$ cat config.mk
export PLATFORM = sky130hd
export DESIGN_NAME = stp_cordic
export DESIGN_NICKNAME = d
export VERILOG_FILES = /design/src/design/stp_pkg.sv /design/src/design/stp_cordic.sv
export SDC_FILE = /design/constraint.sdc
export NUM_CORES = 2
export LEC_CHECK = 0
export ABC_AREA = 1
export BUFFER_PORTS_ARGS = -buffer_cell sky130_fd_sc_hd__buf_2
export CORE_ASPECT_RATIO = 0.9
export CORE_MARGIN = 2
export CORE_UTILIZATION = 34
export DETAILED_ROUTE_END_ITERATION = 12
export GPL_TIMING_DRIVEN = 1
export PLACE_DENSITY = 0.54
export SLEW_MARGIN = 10
export SYNTH_ARGS = -nofsm -noshare
export SYNTH_HDL_FRONTEND = slang
export SYNTH_SLANG_ARGS = --single-unit
$ cat constraint.sdc
create_clock -name aclk -period 3.9 [get_ports aclk]
set_input_delay 0.585 -clock aclk [delete_from_list [all_inputs] [get_ports aclk]]
set_output_delay 0.585 -clock aclk [all_outputs]
set_load 0.05 [all_outputs]
$ cat src/design/stp_pkg.sv
// Shared types, constants and helper functions for the stadium track point pipeline.
package stp_pkg;

    localparam int ANGLE_BITS   = 16;
    localparam int FRAC_BITS    = 4;
    localparam int LAP_W        = ANGLE_BITS;
    localparam int LANE_W       = 14;
    localparam int POS_W        = 18;
    localparam int RAD_W        = 11;
    localparam int LEN_W        = 12;
    localparam int CTR_W        = 12;
    localparam int FLAT_W       = 16;
    localparam int HEAD_W       = 16;
    localparam int ARC_W        = 17;
    localparam int TOTAL_W      = 19;
    localparam int S_W          = TOTAL_W + 1;
    localparam int PHI_W        = ANGLE_BITS - 1;
    localparam int CORDIC_STEPS = 14;
    localparam int XY_W         = 18;
    localparam int Z_W          = 17;
    localparam int RADQ_W       = 17;
    localparam int PROD_W       = LAP_W + TOTAL_W;
    localparam int SPROD_W      = RADQ_W + XY_W;
    localparam int PI_W         = 31;
    localparam int ARCP_W       = RAD_W + PI_W + FRAC_BITS;

    localparam logic [PI_W-1:0] PI_Q29      = 31'd1686629713;
    localparam logic [XY_W-1:0] CORDIC_GAIN = 18'd39797;
    localparam logic [LAP_W-1:0] LAP_SHIFT  = LAP_W'(3 << (ANGLE_BITS - 2));
    localparam logic [HEAD_W-1:0] HEAD_WEST = HEAD_W'(1 << (HEAD_W - 1));

    localparam logic [RAD_W-1:0]  RST_TURN_RADIUS     = 11'd200;
    localparam logic [LEN_W-1:0]  RST_STRAIGHT_LENGTH = 12'd400;
    localparam logic [CTR_W-1:0]  RST_CENTER_X        = 12'd640;
    localparam logic [CTR_W-1:0]  RST_CENTER_Y        = 12'd360;
    localparam logic [FLAT_W-1:0] RST_FLAT_RADIUS     = 16'd65535;

    typedef enum logic [2:0] {
        REG_TURN_RADIUS     = 3'd0,
        REG_STRAIGHT_LENGTH = 3'd1,
        REG_CENTER_X        = 3'd2,
        REG_CENTER_Y        = 3'd3,
        REG_FLAT_RADIUS     = 3'd4
    } reg_idx_t;

    typedef enum logic [1:0] {
        SEG_BOTTOM = 2'd0,
        SEG_LEFT   = 2'd1,
        SEG_TOP    = 2'd2,
        SEG_RIGHT  = 2'd3
    } seg_t;

    typedef struct packed {
        logic [RAD_W-1:0]  turn_radius;
        logic [LEN_W-1:0]  straight_length;
        logic [CTR_W-1:0]  center_x;
        logic [CTR_W-1:0]  center_y;
        logic [FLAT_W-1:0] flat_radius;
        logic [ARC_W-1:0]  arc;
    } cfg_t;

    typedef struct packed {
        seg_t                     seg;
        logic signed [RADQ_W-1:0] rad;
        logic [POS_W-1:0]         px;
        logic [POS_W-1:0]         py;
        logic [FLAT_W-1:0]        crad;
    } side_t;

    typedef struct packed {
        logic [POS_W-1:0]  pos_x;
        logic [POS_W-1:0]  pos_y;
        logic [HEAD_W-1:0] heading;
        seg_t              seg;
        logic [FLAT_W-1:0] crad;
    } res_t;

    // Turn arc length with FRAC_BITS fraction bits, rounded.
    function automatic logic [ARC_W-1:0] arc_of(input logic [RAD_W-1:0] r);
        logic [ARCP_W-1:0] p;
        p = ARCP_W'(r) * ARCP_W'(PI_Q29);
        p = (p << FRAC_BITS) + (ARCP_W'(1) << 28);
        return p[29 +: ARC_W];
    endfunction

    function automatic logic [Z_W-1:0] atan_turn(input int i);
        logic [Z_W-1:0] a;
        case (i)
            0:       a = 17'd8192;
            1:       a = 17'd4836;
            2:       a = 17'd2555;
            3:       a = 17'd1297;
            4:       a = 17'd651;
            5:       a = 17'd326;
            6:       a = 17'd163;
            7:       a = 17'd81;
            8:       a = 17'd41;
            9:       a = 17'd20;
            10:      a = 17'd10;
            11:      a = 17'd5;
            12:      a = 17'd3;
            default: a = 17'd1;
        endcase
        return a;
    endfunction

endpackage

$ cat src/design/stp_cordic.sv
// Pipelined rotation CORDIC, one micro-rotation per stage, on the first quadrant angle.
module stp_cordic import stp_pkg::*; (
    input  logic                   aclk,
    input  logic                   aresetn,
    input  logic                   en,
    input  logic                   in_valid,
    input  logic [PHI_W-1:0]       in_phi,
    input  side_t                  in_side,
    output logic                   out_valid,
    output logic signed [XY_W-1:0] x,
    output logic signed [XY_W-1:0] y,
    output logic [PHI_W-1:0]       out_phi,
    output side_t                  out_side
);

    logic                   v_reg    [CORDIC_STEPS];
    logic signed [XY_W-1:0] x_reg    [CORDIC_STEPS];
    logic signed [XY_W-1:0] y_reg    [CORDIC_STEPS];
    logic signed [Z_W-1:0]  z_reg    [CORDIC_STEPS];
    logic [PHI_W-1:0]       phi_reg  [CORDIC_STEPS];
    side_t                  side_reg [CORDIC_STEPS];

    for (genvar i = 0; i < CORDIC_STEPS; i++) begin : g_rot
        logic                   pv;
        logic signed [XY_W-1:0] px;
        logic signed [XY_W-1:0] py;
        logic signed [Z_W-1:0]  pz;
        logic [PHI_W-1:0]       pphi;
        side_t                  pside;
        logic signed [XY_W-1:0] dx;
        logic signed [XY_W-1:0] dy;
        logic signed [Z_W-1:0]  at;

        if (i == 0) begin : g_first
            assign pv    = in_valid;
            assign px    = signed'(CORDIC_GAIN);
            assign py    = '0;
            assign pz    = signed'(Z_W'(in_phi[PHI_W-2:0]));
            assign pphi  = in_phi;
            assign pside = in_side;
        end else begin : g_rest
            assign pv    = v_reg[i-1];
            assign px    = x_reg[i-1];
            assign py    = y_reg[i-1];
            assign pz    = z_reg[i-1];
            assign pphi  = phi_reg[i-1];
            assign pside = side_reg[i-1];
        end

        assign dx = py >>> i;
        assign dy = px >>> i;
        assign at = signed'(atan_turn(i));

        always_ff @(posedge aclk) begin
            if (!aresetn) begin
                v_reg[i] <= 1'b0;
            end else if (en) begin
                v_reg[i] <= pv;
            end
        end

        always_ff @(posedge aclk) begin
            if (en) begin
                if (pz >= 0) begin
                    x_reg[i] <= px - dx;
                    y_reg[i] <= py + dy;
                    z_reg[i] <= pz - at;
                end else begin
                    x_reg[i] <= px + dx;
                    y_reg[i] <= py - dy;
                    z_reg[i] <= pz + at;
                end
                phi_reg[i]  <= pphi;
                side_reg[i] <= pside;
            end
        end
    end

    assign out_valid = v_reg[CORDIC_STEPS-1];
    assign x         = x_reg[CORDIC_STEPS-1];
    assign y         = y_reg[CORDIC_STEPS-1];
    assign out_phi   = phi_reg[CORDIC_STEPS-1];
    assign out_side  = side_reg[CORDIC_STEPS-1];

endmodule

After elaboration in Yosys (flattened, before gate mapping)
Memory sizes are Yosys's and may differ from the RTL's.
Index checks and enable logic that the tools add are counted.

operators by class
  muxes and demuxes = 145
  $add $sub $neg = 80
  bitwise logic cells = 56
  order comparisons = 14

operators by type and width
  cell                                                                count
  2-to-1 mux 18 bit                                                   28
  2-to-1 mux 17 bit                                                   14
  greater-or-equal comparator 17 x 1 -> 1 bit, second input constant  13
  2-to-1 mux 1 bit                                                    103
  bitwise OR 1 bit                                                    56
  adder 18 x 10 -> 18 bit                                             2
  adder 18 x 11 -> 18 bit                                             2
  adder 18 x 12 -> 18 bit                                             2
  adder 18 x 13 -> 18 bit                                             2
  adder 18 x 14 -> 18 bit                                             2
  adder 18 x 15 -> 18 bit                                             2
  adder 18 x 16 -> 18 bit                                             2
  adder 18 x 17 -> 18 bit                                             2
  adder 18 x 5 -> 18 bit                                              2
  adder 18 x 6 -> 18 bit                                              2
  adder 18 x 7 -> 18 bit                                              2
  adder 18 x 8 -> 18 bit                                              2
  adder 18 x 9 -> 18 bit                                              2
  subtractor 18 x 10 -> 18 bit                                        2
  subtractor 18 x 11 -> 18 bit                                        2
  subtractor 18 x 12 -> 18 bit                                        2
  subtractor 18 x 13 -> 18 bit                                        2
  subtractor 18 x 14 -> 18 bit                                        2
  subtractor 18 x 15 -> 18 bit                                        2
  36 further kinds                                                    43

storage, ports and cells
  input port bits = 90
  logic and storage cells = 301
  output and inout port bits = 123
  memories kept = 6
  RAM bits = 1960
  bits in registers = 0

memory list
  memory    words  bits a word  read ports  clocked after memory_dff  write ports  line              RTL
  side_reg  14     71           14          0                         14           stp_cordic.sv:21  side_t side_reg [CORDIC_STEPS];
  x_reg     14     18           14          0                         14           stp_cordic.sv:17  logic signed [XY_W-1:0] x_reg [CORDIC_STEPS];
  y_reg     14     18           14          0                         14           stp_cordic.sv:18  logic signed [XY_W-1:0] y_reg [CORDIC_STEPS];
  z_reg     14     17           13          0                         14           stp_cordic.sv:19  logic signed [Z_W-1:0] z_reg [CORDIC_STEPS];
  phi_reg   14     15           14          0                         14           stp_cordic.sv:20  logic [PHI_W-1:0] phi_reg [CORDIC_STEPS];
  v_reg     14     1            14          0                         14           stp_cordic.sv:16  logic v_reg [CORDIC_STEPS];

Longest topological paths before layout
An unclocked memory read counts as a cell.

  depth in word-level cells = 6
  gate-level depth with buffers = 22
  gate-level depth less buffers = 22

Worst setup path before layout
No wires, ideal clock.

  path type = input port to flip-flop
  from = input en
  to = memory x_reg[10][16], in the netlist x_reg[1][52], data pin
  data arrival time = 2.824 ns
  stages on the path = 13
  buffers on the path = 3
  path slack = 0.817 ns
  library setup time = 0.259 ns
  required time = 3.641 ns
  cell sequence = buf_6 -> nand2_2 -> buf_6 -> clkbuf_1 -> o21ai_0 -> fa_1 -> nand3_1 -> nand2_1 -> nand2_1 -> nand2_1 -> nand3_1 -> nand2_1 -> xor2_1

RTL lines
  item         line              RTL
  from (decl)  stp_cordic.sv:5   input logic en,
  to (decl)    stp_cordic.sv:17

==> impl_metrics.yaml <==
run_status:
  status: "finished clean"
setup_path:
  critical_path.endpoint_type: "flop"
  path_buf_inv: 4
  crit_required_ns: 4.48
  crit_slowest_cell: "edfxtp_1"
  cpMostUsedCell: "nand2_1"
  rrSetupSlack_ns: 0.57
  crit_fanout: 4
  path_cells: "inv_1 -> ha_1 -> inv_1 -> nor3_1 -> nand3_1 -> nor2_1 -> nand2_1 -> ha_1 -> nand2_1 -> nand2_1 -> inv_1 -> ha_1 -> nand2_1 -> inv_1 -> nand2_1 -> nor2_1 -> nand2_1 -> nand3_1 -> nand2_1 -> nand3_1 -> nand2_1"
  crit_arrival_ns: 3.92
  cp-start-kind: "flop"
  cp_slowest_stage_delay_ns: 0.49
  crit_family: "simple AND/OR/NAND/NOR gates"
  path_class: "flop to flop"
yosys:
  synth_edf_count: 1840
  ys.flop_type: "edfxtp_1"
  ys_seq_area_frac: 0.599
  syn_inst: 8541
  synth_cell_type_count: 43
  avgSynthCellArea_um2: 10.8
  synth_seq_cells: 1841
  syn-cell-area_um2: 92200
  async_flop_share: 0
  yosysWarnings: 0
sta:
  fmax_ghz: 0.300
  slew_headroom: 0.298
  period_needed_ns: 3.33
  period_share: 0.855
  setup_viol: 0
  setup_slack_ns: 0.566
  grt_setup_unrepaired: "false"
  worst_pin_slew_ns: 1.05
  fin_setup_tns_ns: 0
  finClkSkew_ns: 0.0920
  slew_viol_final: 0
  finalHoldViolations: 0
  holdWs_ns: 0.0893
die:
  die-area_um2: 275000
  core_um2: 270000
  die_h_um: 498
  io_pins: 213
  std_cell_rows: 181
  die_x_um: 553
  initial_core_util: 0.342
global_route:
  grt_pass1_vias: 59600
  grt_antenna_before_repair: 5
  grt_max_degree: 189
  grt.total_usage: 0.140
  grt_overflow: 0
  grt_first_pass_wirelength_um: 316000
detailed_routing:
  first_pass_iters: 7
  ant_nets: 0
  vias: 60300
  viasPerCell: 4.72
  drt_iter0_markers: 4455
  drc_errors: 0
  wl_um: 197000
  routedWlPerCell_um: 15.4
clock_network:
  h-tree-depth: 4
  cts_tree: "yes"
  clk-insertion-delay-late_ns: 0.86
  clockRootBuffer: "clkbuf_16"
  cts_resized: 0
  cts_max_path_buffers: 4
  cts_buffers: 200
  clk_transition_reported_paths_ns: 0.06
  clock_sinks: 1841
final_layout:
  nets: 9788
  layout-drive-gt1-share: 0.0648
  area_growth_pct: 14.2
  final_cell_count_no_fill: 12800
  final_common_cell: "nand2_1"
  largest_reg_flops: 994
  diodes: 0
  most-common-layout-cells: "2000 x nand2_1, 1840 x edfxtp_1, 939 x inv_1"
  fillers: 26100
placement:
  place.gp.congestion: 0.910
  dpl.cell_count: 12300
  place_ws_ns: 0.407
  io_buffers: 212
  dp_hpwl_um: 146000
worst_hold_path:
  min_path_type: "primary input to flop"
job:
  drv_cap: 0
==> worst paths after layout <==
path,start,to,cells past startpoint
max,y_reg[1][9]$_DFFE_PP_,x_reg[1][35]$_DFFE_PP_,21
min,aresetn,v_reg[1][0]$_DFF_P_,3
max reg2reg,y_reg[1][9]$_DFFE_PP_,x_reg[1][35]$_DFFE_PP_,21
min reg2reg,side_reg[0][181]$_DFFE_PP_,side_reg[0][252]$_DFFE_PP_,0
==> cells in the mapped netlist (all sizes together), types with 3 or more instances <==
master,number,area (µm²)
nand2,2021,7660
edfxtp,1840,55300
inv,959,3600
nor2,689,2600
nand3,635,3180
ha,614,7680
a21oi,480,2400
xor2,456,3990
o21ai,211,1060
nor3,95,487
xnor2,92,806
o21bai,82,616
a21o,67,503
nand4,57,357
a31oi,53,332
fa,33,661
buf,27,154
nand3b,26,195
clkbuf,22,82.6
a21boi,18,135
and2,15,93.8
o21a,14,105
o31ai,11,82.6
or2,6,37.5
o211ai,4,30.0
nor4,3,18.8
==> final cells by class <==
class | instances | area (µm²) | share of cell area
timing repair buffer | 354 | 2510 | 0.0238
multi-input combinational | 5693 | 33100 | 0.314
inverter | 961 | 3610 | 0.0343
sequential | 1841 | 55300 | 0.525
clock buffer | 226 | 5120 | 0.0486
tap | 3568 | 4460 | 0.0424
clock inverter | 126 | 1230 | 0.0117
==> per-layer routing <==
metal | global-route usage | part of all wire
met5 | 0 | 0.000081
met4 | 0.0460 | 0.030
met3 | 0.0195 | 0.039
met2 | 0.236 | 0.47
met1 | 0.185 | 0.46
==> cells by family after synthesis <==
family                   share of synthesized area
AND/OR/NAND/NOR                              0.159
flip-flops                                   0.599
buffers and inverters                       0.0417
AO/OA/AOI/OAI                               0.0575
adder cells (fa/ha/maj)                     0.0905
XOR/XNOR                                    0.0520
other                                    0.0000407
==> stage by stage <==
stage                     cell area [µm²]   util
after floorplan                     92200      -
after global placement              98100  0.363
after detailed placement            98100  0.363
after CTS                          105000  0.390
after global routing               105000  0.390
final                              105000  0.390
==> what timing repair did <==
action | CTS | global route
hold endpoints to repair | 86 | 1
setup buffers | 0 | 0
hold buffers | 85 | 1
==> worst register-to-register path, cell delays in order (launching register included) <==
cell and delay (ns):
edfxtp_1 0.49, inv_1 0.12, ha_1 0.15, inv_1 0.05
nor3_1 0.21, nand3_1 0.15, nor2_1 0.23, nand2_1 0.08
ha_1 0.28, nand2_1 0.05, nand2_1 0.07, inv_1 0.05
ha_1 0.35, nand2_1 0.10, inv_1 0.08, nand2_1 0.06
nor2_1 0.10, nand2_1 0.06, nand3_1 0.17, nand2_1 0.10
nand3_1 0.09, nand2_1 0.05
Power is not shown: default switching activity piles up to over one toggle a cycle in this logic, so the estimate is an artifact.
