===== config.mk =====
export PLATFORM = sky130hd
export DESIGN_NAME = stp_front
export DESIGN_NICKNAME = d
export VERILOG_FILES = /design/src/design/stp_pkg.sv /design/src/design/stp_front.sv
export SDC_FILE = /design/constraint.sdc
export NUM_CORES = 1
export LEC_CHECK = 0
export BUFFER_PORTS_ARGS = -buffer_cell sky130_fd_sc_hd__buf_2
export CAP_MARGIN = 20
export CORE_MARGIN = 10
export CORE_UTILIZATION = 35
export DETAILED_ROUTE_END_ITERATION = 16
export HOLD_SLACK_MARGIN = 0.12
export PLACE_DENSITY = 0.52
export SLEW_MARGIN = 10
export SYNTH_ARGS = -nofsm -noshare
export SYNTH_HDL_FRONTEND = slang
export SYNTH_SLANG_ARGS = --single-unit
export TNS_END_PERCENT = 30

===== constraint.sdc =====
create_clock -name aclk -period 13.55 [get_ports aclk]
set_input_delay 1.355 -clock aclk [delete_from_list [all_inputs] [get_ports aclk]]
set_output_delay 1.355 -clock aclk [all_outputs]
set_load 0.01 [all_outputs]

===== src/design/stp_pkg.sv =====
// Shared types, constants and helper functions for the stadium track point pipeline.
package stp_pkg;

    localparam int ANGLE_BITS   = 16;
    localparam int FRAC_BITS    = 4;
    localparam int LAP_W        = ANGLE_BITS;
    localparam int LANE_W       = 14;
    localparam int POS_W        = 18;
    localparam int RAD_W        = 11;
    localparam int LEN_W        = 12;
    localparam int CTR_W        = 12;
    localparam int FLAT_W       = 16;
    localparam int HEAD_W       = 16;
    localparam int ARC_W        = 17;
    localparam int TOTAL_W      = 19;
    localparam int S_W          = TOTAL_W + 1;
    localparam int PHI_W        = ANGLE_BITS - 1;
    localparam int CORDIC_STEPS = 14;
    localparam int XY_W         = 18;
    localparam int Z_W          = 17;
    localparam int RADQ_W       = 17;
    localparam int PROD_W       = LAP_W + TOTAL_W;
    localparam int SPROD_W      = RADQ_W + XY_W;
    localparam int PI_W         = 31;
    localparam int ARCP_W       = RAD_W + PI_W + FRAC_BITS;

    localparam logic [PI_W-1:0] PI_Q29      = 31'd1686629713;
    localparam logic [XY_W-1:0] CORDIC_GAIN = 18'd39797;
    localparam logic [LAP_W-1:0] LAP_SHIFT  = LAP_W'(3 << (ANGLE_BITS - 2));
    localparam logic [HEAD_W-1:0] HEAD_WEST = HEAD_W'(1 << (HEAD_W - 1));

    localparam logic [RAD_W-1:0]  RST_TURN_RADIUS     = 11'd200;
    localparam logic [LEN_W-1:0]  RST_STRAIGHT_LENGTH = 12'd400;
    localparam logic [CTR_W-1:0]  RST_CENTER_X        = 12'd640;
    localparam logic [CTR_W-1:0]  RST_CENTER_Y        = 12'd360;
    localparam logic [FLAT_W-1:0] RST_FLAT_RADIUS     = 16'd65535;

    typedef enum logic [2:0] {
        REG_TURN_RADIUS     = 3'd0,
        REG_STRAIGHT_LENGTH = 3'd1,
        REG_CENTER_X        = 3'd2,
        REG_CENTER_Y        = 3'd3,
        REG_FLAT_RADIUS     = 3'd4
    } reg_idx_t;

    typedef enum logic [1:0] {
        SEG_BOTTOM = 2'd0,
        SEG_LEFT   = 2'd1,
        SEG_TOP    = 2'd2,
        SEG_RIGHT  = 2'd3
    } seg_t;

    typedef struct packed {
        logic [RAD_W-1:0]  turn_radius;
        logic [LEN_W-1:0]  straight_length;
        logic [CTR_W-1:0]  center_x;
        logic [CTR_W-1:0]  center_y;
        logic [FLAT_W-1:0] flat_radius;
        logic [ARC_W-1:0]  arc;
    } cfg_t;

    typedef struct packed {
        seg_t                     seg;
        logic signed [RADQ_W-1:0] rad;
        logic [POS_W-1:0]         px;
        logic [POS_W-1:0]         py;
        logic [FLAT_W-1:0]        crad;
    } side_t;

    typedef struct packed {
        logic [POS_W-1:0]  pos_x;
        logic [POS_W-1:0]  pos_y;
        logic [HEAD_W-1:0] heading;
        seg_t              seg;
        logic [FLAT_W-1:0] crad;
    } res_t;

    // Turn arc length with FRAC_BITS fraction bits, rounded.
    function automatic logic [ARC_W-1:0] arc_of(input logic [RAD_W-1:0] r);
        logic [ARCP_W-1:0] p;
        p = ARCP_W'(r) * ARCP_W'(PI_Q29);
        p = (p << FRAC_BITS) + (ARCP_W'(1) << 28);
        return p[29 +: ARC_W];
    endfunction

    function automatic logic [Z_W-1:0] atan_turn(input int i);
        logic [Z_W-1:0] a;
        case (i)
            0:       a = 17'd8192;
            1:       a = 17'd4836;
            2:       a = 17'd2555;
            3:       a = 17'd1297;
            4:       a = 17'd651;
            5:       a = 17'd326;
            6:       a = 17'd163;
            7:       a = 17'd81;
            8:       a = 17'd41;
            9:       a = 17'd20;
            10:      a = 17'd10;
            11:      a = 17'd5;
            12:      a = 17'd3;
            default: a = 17'd1;
        endcase
        return a;
    endfunction

endpackage


===== src/design/stp_front.sv =====
// Front stages: lap to arc position, segment pick and straight-segment point.
module stp_front import stp_pkg::*; (
    input  logic                     aclk,
    input  logic                     aresetn,
    input  logic                     en,
    input  logic                     in_valid,
    input  logic [LAP_W-1:0]         lap,
    input  logic signed [LANE_W-1:0] lane,
    input  cfg_t                     cfg,
    output logic                     out_valid,
    output logic [ARC_W-1:0]         sc,
    output side_t                    side
);

    logic [15:0]        lq;
    logic [14:0]        half;
    logic [14:0]        rq;
    logic [TOTAL_W-1:0] total;
    logic [TOTAL_W-1:0] b1;
    logic [TOTAL_W-1:0] b2;

    assign lq    = {cfg.straight_length, 4'd0};
    assign half  = {cfg.straight_length, 3'd0};
    assign rq    = {cfg.turn_radius, 4'd0};
    assign total = (TOTAL_W'(lq) << 1) + (TOTAL_W'(cfg.arc) << 1);
    assign b1    = TOTAL_W'(lq) + TOTAL_W'(cfg.arc);
    assign b2    = (TOTAL_W'(lq) << 1) + TOTAL_W'(cfg.arc);

    logic                     v1_reg, v2_reg, v3_reg, v4_reg;
    logic [LAP_W-1:0]         sh1_reg;
    logic signed [LANE_W-1:0] lane1_reg, lane2_reg, lane3_reg;
    logic [PROD_W-1:0]        prod2_reg;
    logic [TOTAL_W-1:0]       s3_reg;
    logic [ARC_W-1:0]         sc4_reg;
    side_t                    side4_reg;

    logic [S_W-1:0]     s_raw;
    logic [TOTAL_W-1:0] s_next;
    side_t              side_next;
    logic [ARC_W-1:0]   sc_next;
    logic [POS_W-1:0]   base_x;
    logic [POS_W-1:0]   ry;

    assign s_raw  = S_W'(prod2_reg[PROD_W-1:ANGLE_BITS]) + S_W'(half);
    assign s_next = (s_raw >= S_W'(total)) ? TOTAL_W'(s_raw - S_W'(total)) : TOTAL_W'(s_raw);

    assign base_x = POS_W'({cfg.center_x, 4'd0}) + POS_W'(half);
    assign ry     = POS_W'(rq) + POS_W'(lane3_reg);

    always_comb begin
        side_next.rad  = RADQ_W'(signed'({2'b00, rq})) + RADQ_W'(lane3_reg);
        side_next.crad = FLAT_W'(cfg.turn_radius);
        side_next.px   = '0;
        side_next.py   = '0;
        sc_next        = '0;
        priority if (s3_reg < TOTAL_W'(lq)) begin
            side_next.seg  = SEG_BOTTOM;
            side_next.px   = base_x - POS_W'(s3_reg);
            side_next.py   = POS_W'({cfg.center_y, 4'd0}) + ry;
            side_next.crad = cfg.flat_radius;
        end else if (s3_reg < b1) begin
            side_next.seg = SEG_LEFT;
            sc_next       = ARC_W'(s3_reg - TOTAL_W'(lq));
        end else if (s3_reg < b2) begin
            side_next.seg  = SEG_TOP;
            side_next.px   = base_x + POS_W'(s3_reg) - POS_W'(b2);
            side_next.py   = POS_W'({cfg.center_y, 4'd0}) - ry;
            side_next.crad = cfg.flat_radius;
        end else begin
            side_next.seg = SEG_RIGHT;
            sc_next       = ARC_W'(s3_reg - b2);
        end
    end

    always_ff @(posedge aclk) begin
        if (!aresetn) begin
            v1_reg <= 1'b0;
            v2_reg <= 1'b0;
            v3_reg <= 1'b0;
            v4_reg <= 1'b0;
        end else if (en) begin
            v1_reg <= in_valid;
            v2_reg <= v1_reg;
            v3_reg <= v2_reg;
            v4_reg <= v3_reg;
        end
    end

    always_ff @(posedge aclk) begin
        if (en) begin
            sh1_reg   <= lap + LAP_SHIFT;
            lane1_reg <= lane;
            prod2_reg <= PROD_W'(sh1_reg) * PROD_W'(total);
            lane2_reg <= lane1_reg;
            s3_reg    <= s_next;
            lane3_reg <= lane2_reg;
            sc4_reg   <= sc_next;
            side4_reg <= side_next;
        end
    end

    assign out_valid = v4_reg;
    assign sc        = sc4_reg;
    assign side      = side4_reg;

endmodule


After elaboration in Yosys (flattened, before gate mapping)
Cells that the tools add are included.

$add $sub $neg: 16. Multipliers: 1. Magnitude comparators: 4. Multiplexer cells: 8. Reduce and logical (&&, ||, !) cells: 1.

Operators with widths (count): $mux 52 (3); $lt 19x18->1 (2); $add 17x17->18 (2); $mul 16x19->35 (1); $add 16x14->17 (2); $mux 17 (2); $add 19x15->20 (1); $ge 20x19->1 (1); $add 17x18->19 (1); $lt 19x16->1 (1); $mux 19 (1); $sub 19x19->19 (1); $add 16x17->18 (1); $add 17x18->18 (1); $sub 17x17->18 (1); $sub 17x18->18 (1); $sub 18x18->18 (1); $add 16x15->17 (1); $sub 17x16->17 (1); $sub 17x17->17 (1); $add 16x16->16 const B (1); $mux 1 (2); $reduce_or 2->1 (1).

Bits in registers: 204. Input port bits: 114. Output and inout bits: 89. Word-level logic and storage cells: 47.

Longest topological paths before layout
Depth in word-level cells: 6. Depth in mapped cells: 32. Gate-level depth less buffers: 31.

Worst setup path after synthesis
No wires, ideal clock.

Path kind: input -> register. Start point: input cfg[4] in the netlist's numbering. End point: register prod2_reg[31], data pin. Setup time: 180 ps. Arrival: 8840 ps. Required time: 13370 ps. Path slack: 4530 ps. Stages on the path: 30. Path buffers: 1. Path through: ha_1 > fa_1 > a21o_1 > a21oi_1 > o21bai_1 > a21oi_1 > o21bai_1 > a21oi_1 > o21ai_0 > xor2_1 > clkbuf_1 > nand2_1 > fa_1 > fa_1 > inv_1 > fa_1 > fa_1 > fa_1 > inv_1 > fa_1 > inv_1 > ha_1 > a21o_1 > a21o_1 > a21o_1 > a21oi_1 > a21oi_1 > o2111ai_1 > or4b_1 > o311ai_1.

Longest elaborated chain between the ends: 2.

Ends and longest elaborated chain: start, declared (line stp_front.sv:9) `input cfg_t cfg,`; $add 17x18->19 (line stp_front.sv:25) `assign total = (TOTAL_W'(lq) << 1) + (TOTAL_W'(cfg.arc) << 1);`; $mul 16x19->35 (line stp_front.sv:93) `prod2_reg <= PROD_W'(sh1_reg) * PROD_W'(total);`; end signal, assigned (line stp_front.sv:93); end, declared (line stp_front.sv:32) `logic [PROD_W-1:0] prod2_reg;`.

No other way between the ends. A chain may end at the register's enable or synchronous reset.

Worst setup path in the final report
Start point: input cfg[57] in the netlist's numbering. End point: register prod2_reg[31], data pin.

The elaborated chain is that of the path after synthesis.

==> results.json <==
{
  "fin_skew_ps": 15.9,
  "synth-edff-count": 184,
  "via_per_inst": 5.09,
  "async_flop_share_pct": 0,
  "die_w_um": 278,
  "clk_path_buf_depth": 2,
  "cts_setup_buffers": 0,
  "cts_resized": 0,
  "path_class": "input pin to register",
  "wl_per_cell_um": 18.5,
  "yosysSeqAreaShare_pct": 24.0,
  "io_buffers": 202,
  "cts.clk_slew.worst_paths_ps": 80,
  "end_kind": "register",
  "die_h_um": 278,
  "synth_top_area_share_pct": 23.7,
  "netlist_instances": 2423,
  "finalSetupViolations": 0,
  "max_slew.worst_pin.slew_ps": 957,
  "track_usage_pct": 16.8,
  "synth_ff_type": "edfxtp_1",
  "fp-row-count": 94,
  "max_stage_delay_ps": 550,
  "timing.rr.end": "prod2_reg[31]",
  "first_pass_iters": 5,
  "io_pins": 203,
  "worstHoldPathCells": 0,
  "drt_iter0_drc": 1175,
  "seqCellArea_um2": 5610,
  "synth_nets": 3063,
  "rsz0062_at_grt": "no",
  "num-nets-final": 3243,
  "grt_pass1_wl_um": 103000,
  "worst_ep_required_time_ps": 13860,
  "yosysUniqueCellTypes": 77,
  "coreArea_um2": 66000,
  "synth_top_cells_by_area": "edfxtp_1, fa_1, ha_1",
  "grt_start_max_net_pins": 69,
  "numCtsBuffers": 17,
  "overflow": 0,
  "syn_area_um2": 23300,
  "antenna_left": 0,
  "relSlewSlack_pct": 36.0,
  "status": "complete, no violations",
  "multiInputGateArea_um2": 16000,
  "crit_path_frequent_cell": "fa_1",
  "vias": 17700,
  "instances_no_fill": 3484,
  "cap_violations": 0,
  "grt_pass1_vias": 19000,
  "drive_gt1_share_pct": 11.8,
  "post-route-min-period_ps": 9400,
  "yosys.area.top_type": "edfxtp_1",
  "hold_start": "lane2_reg[6]",
  "wl_um": 64300,
  "min_period_over_period_pct": 69.4,
  "yosysWarnings": 0,
  "syn_area_per_cell_um2": 9.64,
  "fin_setup_tns_ps": 0,
  "holdBufCountCts": 0,
  "die_area_um2": 77400,
  "antenna_found_initial": 12,
  "yosysMostFrequentCell": "inv_1",
  "synthTopCellsByCount": "inv_1, ha_1, fa_1",
  "drcViolationCount": 0,
  "worstHoldEndpoint": "lane3_reg[6]",
  "start_util_pct": 35.4,
  "worst_setup_path_start_kind": "input pin",
  "hp-class": "register to register",
  "path_max_fanout": 17,
  "worstSkewPairLatency_ps": 500,
  "synth-seq-cells": 188,
  "htree_levels": 4,
  "dp_cells": 3447,
  "slowest_stage": "fa_1",
  "fmax_mhz": 106,
  "reg2regPathDepth": 20,
  "r2r_slack_ps": 6500,
  "area_growth_pct": 11.4,
  "cts_root_buffer": "clkbuf_16",
  "dp_hpwl_um": 51600,
  "slew_violations": 0,
  "cts_sinks": 188,
  "timing.rr.start": "sh1_reg[6]",
  "finalHoldViolations": 0,
  "num-fill-cells": 6616,
  "place_congestion": 0.859,
  "arrival_ps": 9720,
  "cts_tree": "done",
  "largest_reg_flops": 71
}
kinds of logic (layout without fill, tap and decap cells):
group / after synthesis / in the layout / synth area share [%]
muxes: 36 / 36 / 1.71
buffers and inverters: 474 / 667 / 7.71
adders and majority gates: 526 / 526 / 36.1
AOI/OAI and AO/OA: 418 / 418 / 11.9
other: 0 / 4 / 0
DFF: 188 / 188 / 24.0
and+or+nand+nor: 639 / 639 / 13.2
xor gates and xnor gates: 142 / 142 / 5.33
layer usage:
layer | wire length [um] | GRT usage (%) | up-vias | share of wire, %
met3 | 3180 | 3.05 | 64 | 4.9
met2 | 31800 | 29.2 | 395 | 49
met1 | 28300 | 20.9 | 8812 | 44
met4 | 977 | 4.64 | 12 | 1.5
met5 | 80 | 0 | - | 0.12
li1 | - | - | 8460 | -
worst max-delay path, delay by kind of cell:
family,cells,cell delay (ps)
AOI/OAI and AO/OA,13,2550
adders and majority gates,9,4060
buffers and inverters,6,600
and+or+nand+nor,4,1120
placed cells by master, fill, tap and decap left out, types with 5 or more instances in the layout:
cell       instances
and2_1           123
a21boi_0           5
a221oi_1           8
xnor2_1           88
a21o_1            55
buf_2            201
xor2_1            52
or3_1              7
clkbuf_16         17
o21bai_1          26
ha_1             280
mux2_2            27
or2_2              6
o21ai_0           50
buf_4             20
nor2b_1           30
a21oi_1          125
nand2b_1          17
nor2_1           108
nand2_1          234
a22oi_1            7
o41ai_1            5
nand3_1           32
nor4_1             7
o211ai_1           5
o21a_1            16
and3_1            12
inv_1            412
mux2i_1            8
a211oi_1          11
o22ai_1           14
nor3_1            36
a211o_1            7
edfxtp_1         184
fa_1             246
a31oi_1           19
o31ai_1           13
nand4_1           10
stage by stage:
stage	util, %	setup WS, ps	hold WS (ps)	instance area [um^2]
after floorplan	-	4530	400	23300
after global placement	38.5	3720	402	25400
after detailed placement	38.5	3570	405	25400
after CTS	39.4	4110	421	26000
after global routing	39.4	3710	424	26000
final	39.4	4150	416	26000
worst max-delay path by stage:
stage	startpoint	endpoint	depth (start not counted)	slack, ps
2_1_floorplan	cfg[4]	prod2_reg[31]	30	4530
3_3_place_gp	cfg[57]	prod2_reg[31]	32	3720
3_5_place_dp	cfg[57]	prod2_reg[31]	32	3570
4_1_cts	cfg[57]	prod2_reg[31]	32	4110
5_1_grt	cfg[57]	prod2_reg[31]	32	3710
6_report	cfg[57]	prod2_reg[31]	32	4150
cell type report:
class                      count  area share, %
timing repair buffer         223           4.56
antenna                        4         0.0385
multi-input combinational   1761           61.4
tap                          864           4.16
sequential                   188           21.6
inverter                     412           5.95
clock buffer                  18           1.65
clock inverter                14          0.659
Power is not shown: default switching activity piles up to over one toggle a cycle in this logic, so the estimate is an artifact.
