`src/design/stp_pkg.sv`:
```
// Shared types, constants and helper functions for the stadium track point pipeline.
package stp_pkg;

    localparam int ANGLE_BITS   = 16;
    localparam int FRAC_BITS    = 4;
    localparam int LAP_W        = ANGLE_BITS;
    localparam int LANE_W       = 14;
    localparam int POS_W        = 18;
    localparam int RAD_W        = 11;
    localparam int LEN_W        = 12;
    localparam int CTR_W        = 12;
    localparam int FLAT_W       = 16;
    localparam int HEAD_W       = 16;
    localparam int ARC_W        = 17;
    localparam int TOTAL_W      = 19;
    localparam int S_W          = TOTAL_W + 1;
    localparam int PHI_W        = ANGLE_BITS - 1;
    localparam int CORDIC_STEPS = 14;
    localparam int XY_W         = 18;
    localparam int Z_W          = 17;
    localparam int RADQ_W       = 17;
    localparam int PROD_W       = LAP_W + TOTAL_W;
    localparam int SPROD_W      = RADQ_W + XY_W;
    localparam int PI_W         = 31;
    localparam int ARCP_W       = RAD_W + PI_W + FRAC_BITS;

    localparam logic [PI_W-1:0] PI_Q29      = 31'd1686629713;
    localparam logic [XY_W-1:0] CORDIC_GAIN = 18'd39797;
    localparam logic [LAP_W-1:0] LAP_SHIFT  = LAP_W'(3 << (ANGLE_BITS - 2));
    localparam logic [HEAD_W-1:0] HEAD_WEST = HEAD_W'(1 << (HEAD_W - 1));

    localparam logic [RAD_W-1:0]  RST_TURN_RADIUS     = 11'd200;
    localparam logic [LEN_W-1:0]  RST_STRAIGHT_LENGTH = 12'd400;
    localparam logic [CTR_W-1:0]  RST_CENTER_X        = 12'd640;
    localparam logic [CTR_W-1:0]  RST_CENTER_Y        = 12'd360;
    localparam logic [FLAT_W-1:0] RST_FLAT_RADIUS     = 16'd65535;

    typedef enum logic [2:0] {
        REG_TURN_RADIUS     = 3'd0,
        REG_STRAIGHT_LENGTH = 3'd1,
        REG_CENTER_X        = 3'd2,
        REG_CENTER_Y        = 3'd3,
        REG_FLAT_RADIUS     = 3'd4
    } reg_idx_t;

    typedef enum logic [1:0] {
        SEG_BOTTOM = 2'd0,
        SEG_LEFT   = 2'd1,
        SEG_TOP    = 2'd2,
        SEG_RIGHT  = 2'd3
    } seg_t;

    typedef struct packed {
        logic [RAD_W-1:0]  turn_radius;
        logic [LEN_W-1:0]  straight_length;
        logic [CTR_W-1:0]  center_x;
        logic [CTR_W-1:0]  center_y;
        logic [FLAT_W-1:0] flat_radius;
        logic [ARC_W-1:0]  arc;
    } cfg_t;

    typedef struct packed {
        seg_t                     seg;
        logic signed [RADQ_W-1:0] rad;
        logic [POS_W-1:0]         px;
        logic [POS_W-1:0]         py;
        logic [FLAT_W-1:0]        crad;
    } side_t;

    typedef struct packed {
        logic [POS_W-1:0]  pos_x;
        logic [POS_W-1:0]  pos_y;
        logic [HEAD_W-1:0] heading;
        seg_t              seg;
        logic [FLAT_W-1:0] crad;
    } res_t;

    // Turn arc length with FRAC_BITS fraction bits, rounded.
    function automatic logic [ARC_W-1:0] arc_of(input logic [RAD_W-1:0] r);
        logic [ARCP_W-1:0] p;
        p = ARCP_W'(r) * ARCP_W'(PI_Q29);
        p = (p << FRAC_BITS) + (ARCP_W'(1) << 28);
        return p[29 +: ARC_W];
    endfunction

    function automatic logic [Z_W-1:0] atan_turn(input int i);
        logic [Z_W-1:0] a;
        case (i)
            0:       a = 17'd8192;
            1:       a = 17'd4836;
            2:       a = 17'd2555;
            3:       a = 17'd1297;
            4:       a = 17'd651;
            5:       a = 17'd326;
            6:       a = 17'd163;
            7:       a = 17'd81;
            8:       a = 17'd41;
            9:       a = 17'd20;
            10:      a = 17'd10;
            11:      a = 17'd5;
            12:      a = 17'd3;
            default: a = 17'd1;
        endcase
        return a;
    endfunction

endpackage

```
`src/design/stp_back.sv`:
```
// Back stages: quadrant fold, radius scaling and final point, heading and radius.
module stp_back import stp_pkg::*; (
    input  logic                   aclk,
    input  logic                   aresetn,
    input  logic                   en,
    input  cfg_t                   cfg,
    input  logic                   in_valid,
    input  logic signed [XY_W-1:0] x,
    input  logic signed [XY_W-1:0] y,
    input  logic [PHI_W-1:0]       phi,
    input  side_t                  in_side,
    output logic                   out_valid,
    output res_t                   res
);

    logic                      v1_reg, v2_reg, v3_reg;
    logic signed [XY_W-1:0]    sn1_reg, cs1_reg;
    logic [PHI_W-1:0]          phi1_reg, phi2_reg;
    side_t                     side1_reg, side2_reg;
    logic signed [SPROD_W-1:0] pa2_reg, pb2_reg;
    res_t                      res3_reg;

    logic signed [SPROD_W-1:0] pa_r;
    logic signed [SPROD_W-1:0] pb_r;
    logic [POS_W-1:0]          sa;
    logic [POS_W-1:0]          sb;
    logic [POS_W-1:0]          rcx;
    logic [POS_W-1:0]          lcx;
    logic [POS_W-1:0]          cy;
    res_t                      res_next;

    // Round half up, then floor shift by 16.
    assign pa_r = (pa2_reg + SPROD_W'(32768)) >>> 16;
    assign pb_r = (pb2_reg + SPROD_W'(32768)) >>> 16;
    assign sa   = POS_W'(pa_r);
    assign sb   = POS_W'(pb_r);
    assign rcx  = POS_W'({cfg.center_x, 4'd0}) + POS_W'({cfg.straight_length, 3'd0});
    assign lcx  = rcx - POS_W'({cfg.straight_length, 4'd0});
    assign cy   = POS_W'({cfg.center_y, 4'd0});

    always_comb begin
        res_next.seg  = side2_reg.seg;
        res_next.crad = side2_reg.crad;
        unique case (side2_reg.seg)
            SEG_BOTTOM: begin
                res_next.pos_x   = side2_reg.px;
                res_next.pos_y   = side2_reg.py;
                res_next.heading = HEAD_WEST;
            end
            SEG_LEFT: begin
                res_next.pos_x   = lcx - sa;
                res_next.pos_y   = cy + sb;
                res_next.heading = HEAD_WEST + HEAD_W'(phi2_reg);
            end
            SEG_TOP: begin
                res_next.pos_x   = side2_reg.px;
                res_next.pos_y   = side2_reg.py;
                res_next.heading = '0;
            end
            default: begin
                res_next.pos_x   = rcx + sa;
                res_next.pos_y   = cy - sb;
                res_next.heading = HEAD_W'(phi2_reg);
            end
        endcase
    end

    always_ff @(posedge aclk) begin
        if (!aresetn) begin
            v1_reg <= 1'b0;
            v2_reg <= 1'b0;
            v3_reg <= 1'b0;
        end else if (en) begin
            v1_reg <= in_valid;
            v2_reg <= v1_reg;
            v3_reg <= v2_reg;
        end
    end

    always_ff @(posedge aclk) begin
        if (en) begin
            // Second quadrant when the angle passes a quarter turn.
            if (phi[PHI_W-1]) begin
                cs1_reg <= -y;
                sn1_reg <= x;
            end else begin
                cs1_reg <= x;
                sn1_reg <= y;
            end
            phi1_reg  <= phi;
            side1_reg <= in_side;
            pa2_reg   <= SPROD_W'(side1_reg.rad) * SPROD_W'(sn1_reg);
            pb2_reg   <= SPROD_W'(side1_reg.rad) * SPROD_W'(cs1_reg);
            phi2_reg  <= phi1_reg;
            side2_reg <= side1_reg;
            res3_reg  <= res_next;
        end
    end

    assign out_valid = v3_reg;
    assign res       = res3_reg;

endmodule

```
`config.mk`:
```
export PLATFORM = sky130hd
export DESIGN_NAME = stp_back
export DESIGN_NICKNAME = d
export VERILOG_FILES = /design/src/design/stp_pkg.sv /design/src/design/stp_back.sv
export SDC_FILE = /design/constraint.sdc
export NUM_CORES = 2
export LEC_CHECK = 0
export ABC_AREA = 1
export BUFFER_PORTS_ARGS = -buffer_cell sky130_fd_sc_hd__buf_4
export CAP_MARGIN = 10
export CORE_AREA = 4 4 297 299
export CTS_BUF_LIST = sky130_fd_sc_hd__clkbuf_4 sky130_fd_sc_hd__clkbuf_8 sky130_fd_sc_hd__clkbuf_16
export CTS_CLUSTER_DIAMETER = 120
export CTS_CLUSTER_SIZE = 14
export DETAILED_ROUTE_END_ITERATION = 8
export DIE_AREA = 0 0 301 303
export GPL_TIMING_DRIVEN = 1
export HOLD_SLACK_MARGIN = 0.02
export PLACE_DENSITY = 0.72
export SLEW_MARGIN = 20
export SYNTH_ARGS = -nofsm -noshare
export SYNTH_HDL_FRONTEND = slang
export SYNTH_SLANG_ARGS = --single-unit
```
`constraint.sdc`:
```
create_clock -name aclk -period 14.4 [get_ports aclk]
set_input_delay 0.72 -clock aclk [delete_from_list [all_inputs] [get_ports aclk]]
set_output_delay 0.72 -clock aclk [all_outputs]
set_load 0.02 [all_outputs]
```
# After elaboration in Yosys (flattened, before gate mapping)
# Cells that the tools add are included.
[word_totals]
regBits = 332
input_bits = 206
word_cells = 41
[op_classes]
n_addsub = 10
multipliers = 2
eq_ne = 2
n_mux = 3
reduce_logical = 1
[op_table]
columns = ["op", "n"]
rows = [
  ["case mux 52 bit (3 select lines)", 1],
  ["adder 34 x 17 -> 34 bit, second input constant", 2],
  ["multiplier 17 x 18 -> 34 bit", 2],
  ["two-way mux 18 bit", 2],
  ["adder 16 x 18 -> 18 bit", 1],
  ["adder 17 x 18 -> 18 bit", 1],
  ["negator 18 bit", 1],
  ["subtractor 16 x 18 -> 18 bit", 1],
  ["subtractor 17 x 16 -> 18 bit", 1],
  ["subtractor 18 bit", 1],
  ["adder 16 x 15 -> 17 bit", 1],
  ["adder 16 x 15 -> 16 bit, first input constant", 1],
  ["== test 2 x 1 -> 1 bit, second input constant", 1],
  ["== test 2 bit, second input constant", 1],
  ["logical NOT 2 bit", 1],
]

# Longest topological paths before layout
[logic_depth]
depth_word = 4
depth_mapped = 29

# Worst setup path after synthesis
# OpenSTA, ideal clock, no wires.
[synth_path]
kind = "register to register"
from = "register side1_reg[56] (netlist name)"
to = "register pa2_reg[33], data pin"
setup_ns = 0.252
arrival_ns = 5.425
setup_slack_ns = 8.722
path_stages_with_launch = 25
n_path_buf = 2
period_less_slack_ns = 5.678
cell_sequence = "edfxtp_1 clkbuf_1 clkbuf_1 nand2_1 inv_1 fa_1 inv_1 fa_1 inv_1 fa_1 fa_1 inv_1 fa_1 inv_1 fa_1 ha_1 inv_1 nor3_1 nand2_1 nor3_1 nand2_1 o211ai_1 inv_1 nand2_1 nand2_1"
[synth_via]
elab_chain_len = 1
[synth_lines]
columns = ["element", "line", "source"]
rows = [
  ["from (decl)", "stp_back.sv:19", "side_t side1_reg, side2_reg;"],
  ["from (signal assigned)", "stp_back.sv:91", "side1_reg <= in_side;"],
  ["multiplier 17 x 18 -> 34 bit", "stp_back.sv:92", "pa2_reg <= SPROD_W'(side1_reg.rad) * SPROD_W'(sn1_reg);"],
  ["to (signal assigned)", "stp_back.sv:92", ""],
  ["to (decl)", "stp_back.sv:20", "logic signed [SPROD_W-1:0] pa2_reg, pb2_reg;"],
]
# Every way passes these cells.
# A chain may end at the register's enable or synchronous reset.

# Worst setup path after layout
[layout_path]
from = "register sn1_reg[17]"
to = "register pa2_reg[33], data pin"
[layout_via]
elab_chain_len = 1
[layout_lines]
columns = ["element", "line", "source"]
rows = [
  ["from (decl)", "stp_back.sv:17", "logic signed [XY_W-1:0] sn1_reg, cs1_reg;"],
  ["from (signal assigned)", "stp_back.sv:88", "sn1_reg <= y;"],
  ["multiplier 17 x 18 -> 34 bit", "stp_back.sv:92", ""],
]
# Every way passes these cells.

==> results_dict.tcl <==
set metrics [dict create \
    worstPathMaxFanout 17 \
    hold_path_startpoint "in_side[43]" \
    ant_nets 0 \
    synth_largest_area_cell "sky130_fd_sc_hd__fa_1" \
    grt_start_max_net_pins 94 \
    min_period_over_period_pct 45.2 \
    post-route-drc-count 0 \
    synth-xor-area-share_pct 2.15 \
    syn-mean-instance-area_sq_um 8.71 \
    post_synthesis_cell_type_count 54 \
    critPathCaptureType "flop" \
    worstReg2RegStart "sn1_reg[17]$_DFFE_PP_" \
    drt-pass1-iter-count 6 \
    final_gp_congestion 0.926 \
    largest_family_of_logic_cells_by_synthesized_area "adder cells" \
    antenna_violations_before_repair 1 \
    synth.yosys.seq_area_share_pct 23.6 \
    initialDrtViolationCount 2091 \
    maxSlewHeadroom_pct 29.0 \
    postCtsSetupBuffers 0 \
    count_of_flip_flops_with_a_built_in_enable_after_synthesis 299 \
    core_area_sq_um 85100 \
    start_kind "flop" \
    timing.setup.tns_ns 0 \
    synth_compound_gate_area_share_pct 5.62 \
    number_of_buffers_inserted_by_hold_repair_at_cts 0 \
    ordered_cell_list_for_the_critical_path "nand2_1 -> inv_1 -> fa_1 -> inv_1 -> fa_1 -> inv_1 -> fa_1 -> fa_1 -> inv_1 -> fa_1 -> inv_1 -> fa_1 -> ha_1 -> inv_1 -> nor3_1 -> nand2_1 -> nor3_1 -> nand2_1 -> o211ai_1 -> inv_1 -> nand2_1 -> nand2_1" \
    synth_ff_type "sky130_fd_sc_hd__edfxtp_1" \
    wire_per_inst_microns 16.2 \
    final.fill_count 8102 \
    synthSimpleGateAreaFrac_pct 15.3 \
    path_class "flop to flop" \
    setup-violations-final 0 \
    postSynth.asyncResetShare_pct 0 \
    netlist_top_cells_area "sky130_fd_sc_hd__fa_1, sky130_fd_sc_hd__edfxtp_1, sky130_fd_sc_hd__inv_1, sky130_fd_sc_hd__nand2_1, sky130_fd_sc_hd__ha_1" \
    min_delay_path_depth 1 \
    clockRootBuffer "sky130_fd_sc_hd__clkbuf_16" \
    worst_ep_arrival_time_ns 6.85 \
    die_height_microns 303 \
    die_area_sq_um 91200 \
    post_cts_resize_count 0 \
    post-dp-hpwl_mm 72.5 \
    cp.required_ns 14.74 \
    min_to "side1_reg[43]$_DFFE_PP_" \
    clock_insertion_delay_worst_skew_ns 0.59 \
    worst-r2r-setup-slack_ns 7.89 \
    global_route_overflow 0 \
    cts.reportedPaths.clkPinSlew_ns 0.07 \
    cpMostUsedCell "sky130_fd_sc_hd__inv_1" \
    die_w_microns 301 \
    worst_r2r_path_depth 22 \
    nNetsFinal 5590 \
    synthesis.yosys.warnings 0 \
    tritoncts "yes" \
    report.final.slew_viol_count 0 \
    outcome "finished, final reports clean" \
    crit_path_max_incr_delay_ns 0.74 \
    port_buffers 232 \
    row_count 107 \
    critical_path.reg2reg.endpoint "pa2_reg[33]$_DFFE_PP_" \
    clock_tree.htree_level_count 1 \
    top_usage_layer "met2" \
    setup_repair_after_global_routing_missed_its_margin "false" \
    area_growth_syn_to_layout_pct 9.17 \
    postSynthRegisterBits 302 \
    clock_tree.buffer_depth 3 \
    post_synth_fa_ha_maj_area_fraction_pct 40.2 \
    clock-sinks 302 \
    yosys-mux-area-fraction_pct 0 \
    drive_gt1_share_pct 7.89 \
    final_hold_viol_count 0 \
    hold_path.class "input port to flop" \
    number_of_max_cap_violations 0 \
    max_freq_ghz 0.154 \
    num_vias 28500 \
    syn-instance-count 4400 \
    boundaryPins 277 \
    synthesis.area_sq_um 38300 \
    synthDominantCellAreaShare_pct 32.6 \
    max_slew.worst_pin.slew_ns 1.06 \
    wire_length_of_the_first_global_routing_pass_mm 152 \
    largest_register_ffs 71 \
    groute.layer.met2.usage_pct 34.6 \
    vias_per_cell 5.02 \
    synth_nets 5464 \
    critical_path.slowest_cell "sky130_fd_sc_hd__fa_1" \
    grt_use_met3_pct 3.61 \
    skew_ns 0.0369 \
    finalCriticalPeriod_ns 6.51 \
    synth_common_cells "sky130_fd_sc_hd__inv_1, sky130_fd_sc_hd__nand2_1, sky130_fd_sc_hd__fa_1, sky130_fd_sc_hd__edfxtp_1, sky130_fd_sc_hd__ha_1" \
    yosys.cell_count.top_type "sky130_fd_sc_hd__inv_1" \
    number_of_global_route_vias_before_repair 29900 \
    globalRouteTotalUtil_pct 20.6 \
    initial_core_utilization_pct 45.0 \
    tritoncts.num_buffers 26 \
    route.final.wire_length_mm 92.0 \
    gr_layer_usage_met1_pct 28.4 \
]
-- placed cells by master (no fill, tap or decap), types with 128 or more instances in the layout --
cell type and count:
sky130_fd_sc_hd__inv_1 1161, sky130_fd_sc_hd__nand2_1 1027, sky130_fd_sc_hd__fa_1 623, sky130_fd_sc_hd__edfxtp_1 299, sky130_fd_sc_hd__buf_4 255, sky130_fd_sc_hd__ha_1 235, sky130_fd_sc_hd__a21oi_1 167, sky130_fd_sc_hd__nor2_1 164
sky130_fd_sc_hd__o21ai_0 144, sky130_fd_sc_hd__nand3_1 128
-- cell type report --
class / count / area, sq um / share of cell area [%]
Inverter: 1171 / 4400 / 10.5
Tap cell: 1144 / 1430 / 3.42
Clock buffer: 34 / 717 / 1.71
Antenna cell: 1 / 2.50 / 0.00598
Timing Repair Buffer: 256 / 1930 / 4.61
Multi-Input combinational cell: 2769 / 24300 / 58.0
Clock inverter: 4 / 42.5 / 0.102
Sequential cell: 302 / 9040 / 21.6
-- critical path: cells and delay by family (launching register included) --
kind / cells / cell delay [ns]
adder cells (fa/ha/maj): 7 / 3.67
AO/OA/AOI/OAI: 1 / 0.12
flip-flops: 1 / 0.68
buffers and inverters: 7 / 0.86
AND/OR/NAND/NOR: 7 / 0.94
-- per-layer routing --
layer	part of all wire (%)	vias to the layer above	wire length [microns]
met2	47	989	43600
met3	7.9	127	7310
li1	-	13400	-
met4	1.9	0	1720
met5	0	-	0
met1	43	14000	39400
-- how the worst max path moves through the flow --
stage	from	end	slack (ns)	cells after the start
after floorplan	side1_reg[56]$_DFFE_PP_	pa2_reg[33]$_DFFE_PP_	8.72	24
after global placement	sn1_reg[17]$_DFFE_PP_	pa2_reg[33]$_DFFE_PP_	8.02	22
after detailed placement	sn1_reg[17]$_DFFE_PP_	pa2_reg[33]$_DFFE_PP_	7.97	22
after CTS	sn1_reg[17]$_DFFE_PP_	pa2_reg[33]$_DFFE_PP_	7.98	22
after global routing	sn1_reg[17]$_DFFE_PP_	pa2_reg[33]$_DFFE_PP_	7.52	22
final	sn1_reg[17]$_DFFE_PP_	pa2_reg[33]$_DFFE_PP_	7.89	22
-- cell families (layout without fill, tap and decap cells) --
group,count (synthesis),after routing
xor+xnor,93,93
fa+ha+maj,858,858
buf+inv,1329,1465
flops,302,302
other cells,0,1
compound gates,388,388
simple gates,1430,1430
-- through the flow --
step                      hold slack [ns]  area [sq um]  worst slack (ns)  instances  utilization (%)
after floorplan                     0.400         38300              8.72       4400                -
after global placement              0.400         41100              8.02       5642             48.2
after detailed placement            0.405         41100              7.97       5642             48.2
after CTS                           0.260         41800              7.98       5680             49.1
after global routing                0.268         41800              7.52       5680             49.1
final                               0.306         41800              7.89       5681             49.1
Power is left out: the tool's default activity adds up to more than one toggle a clock period on the data nets, which glitch-free logic cannot reach.
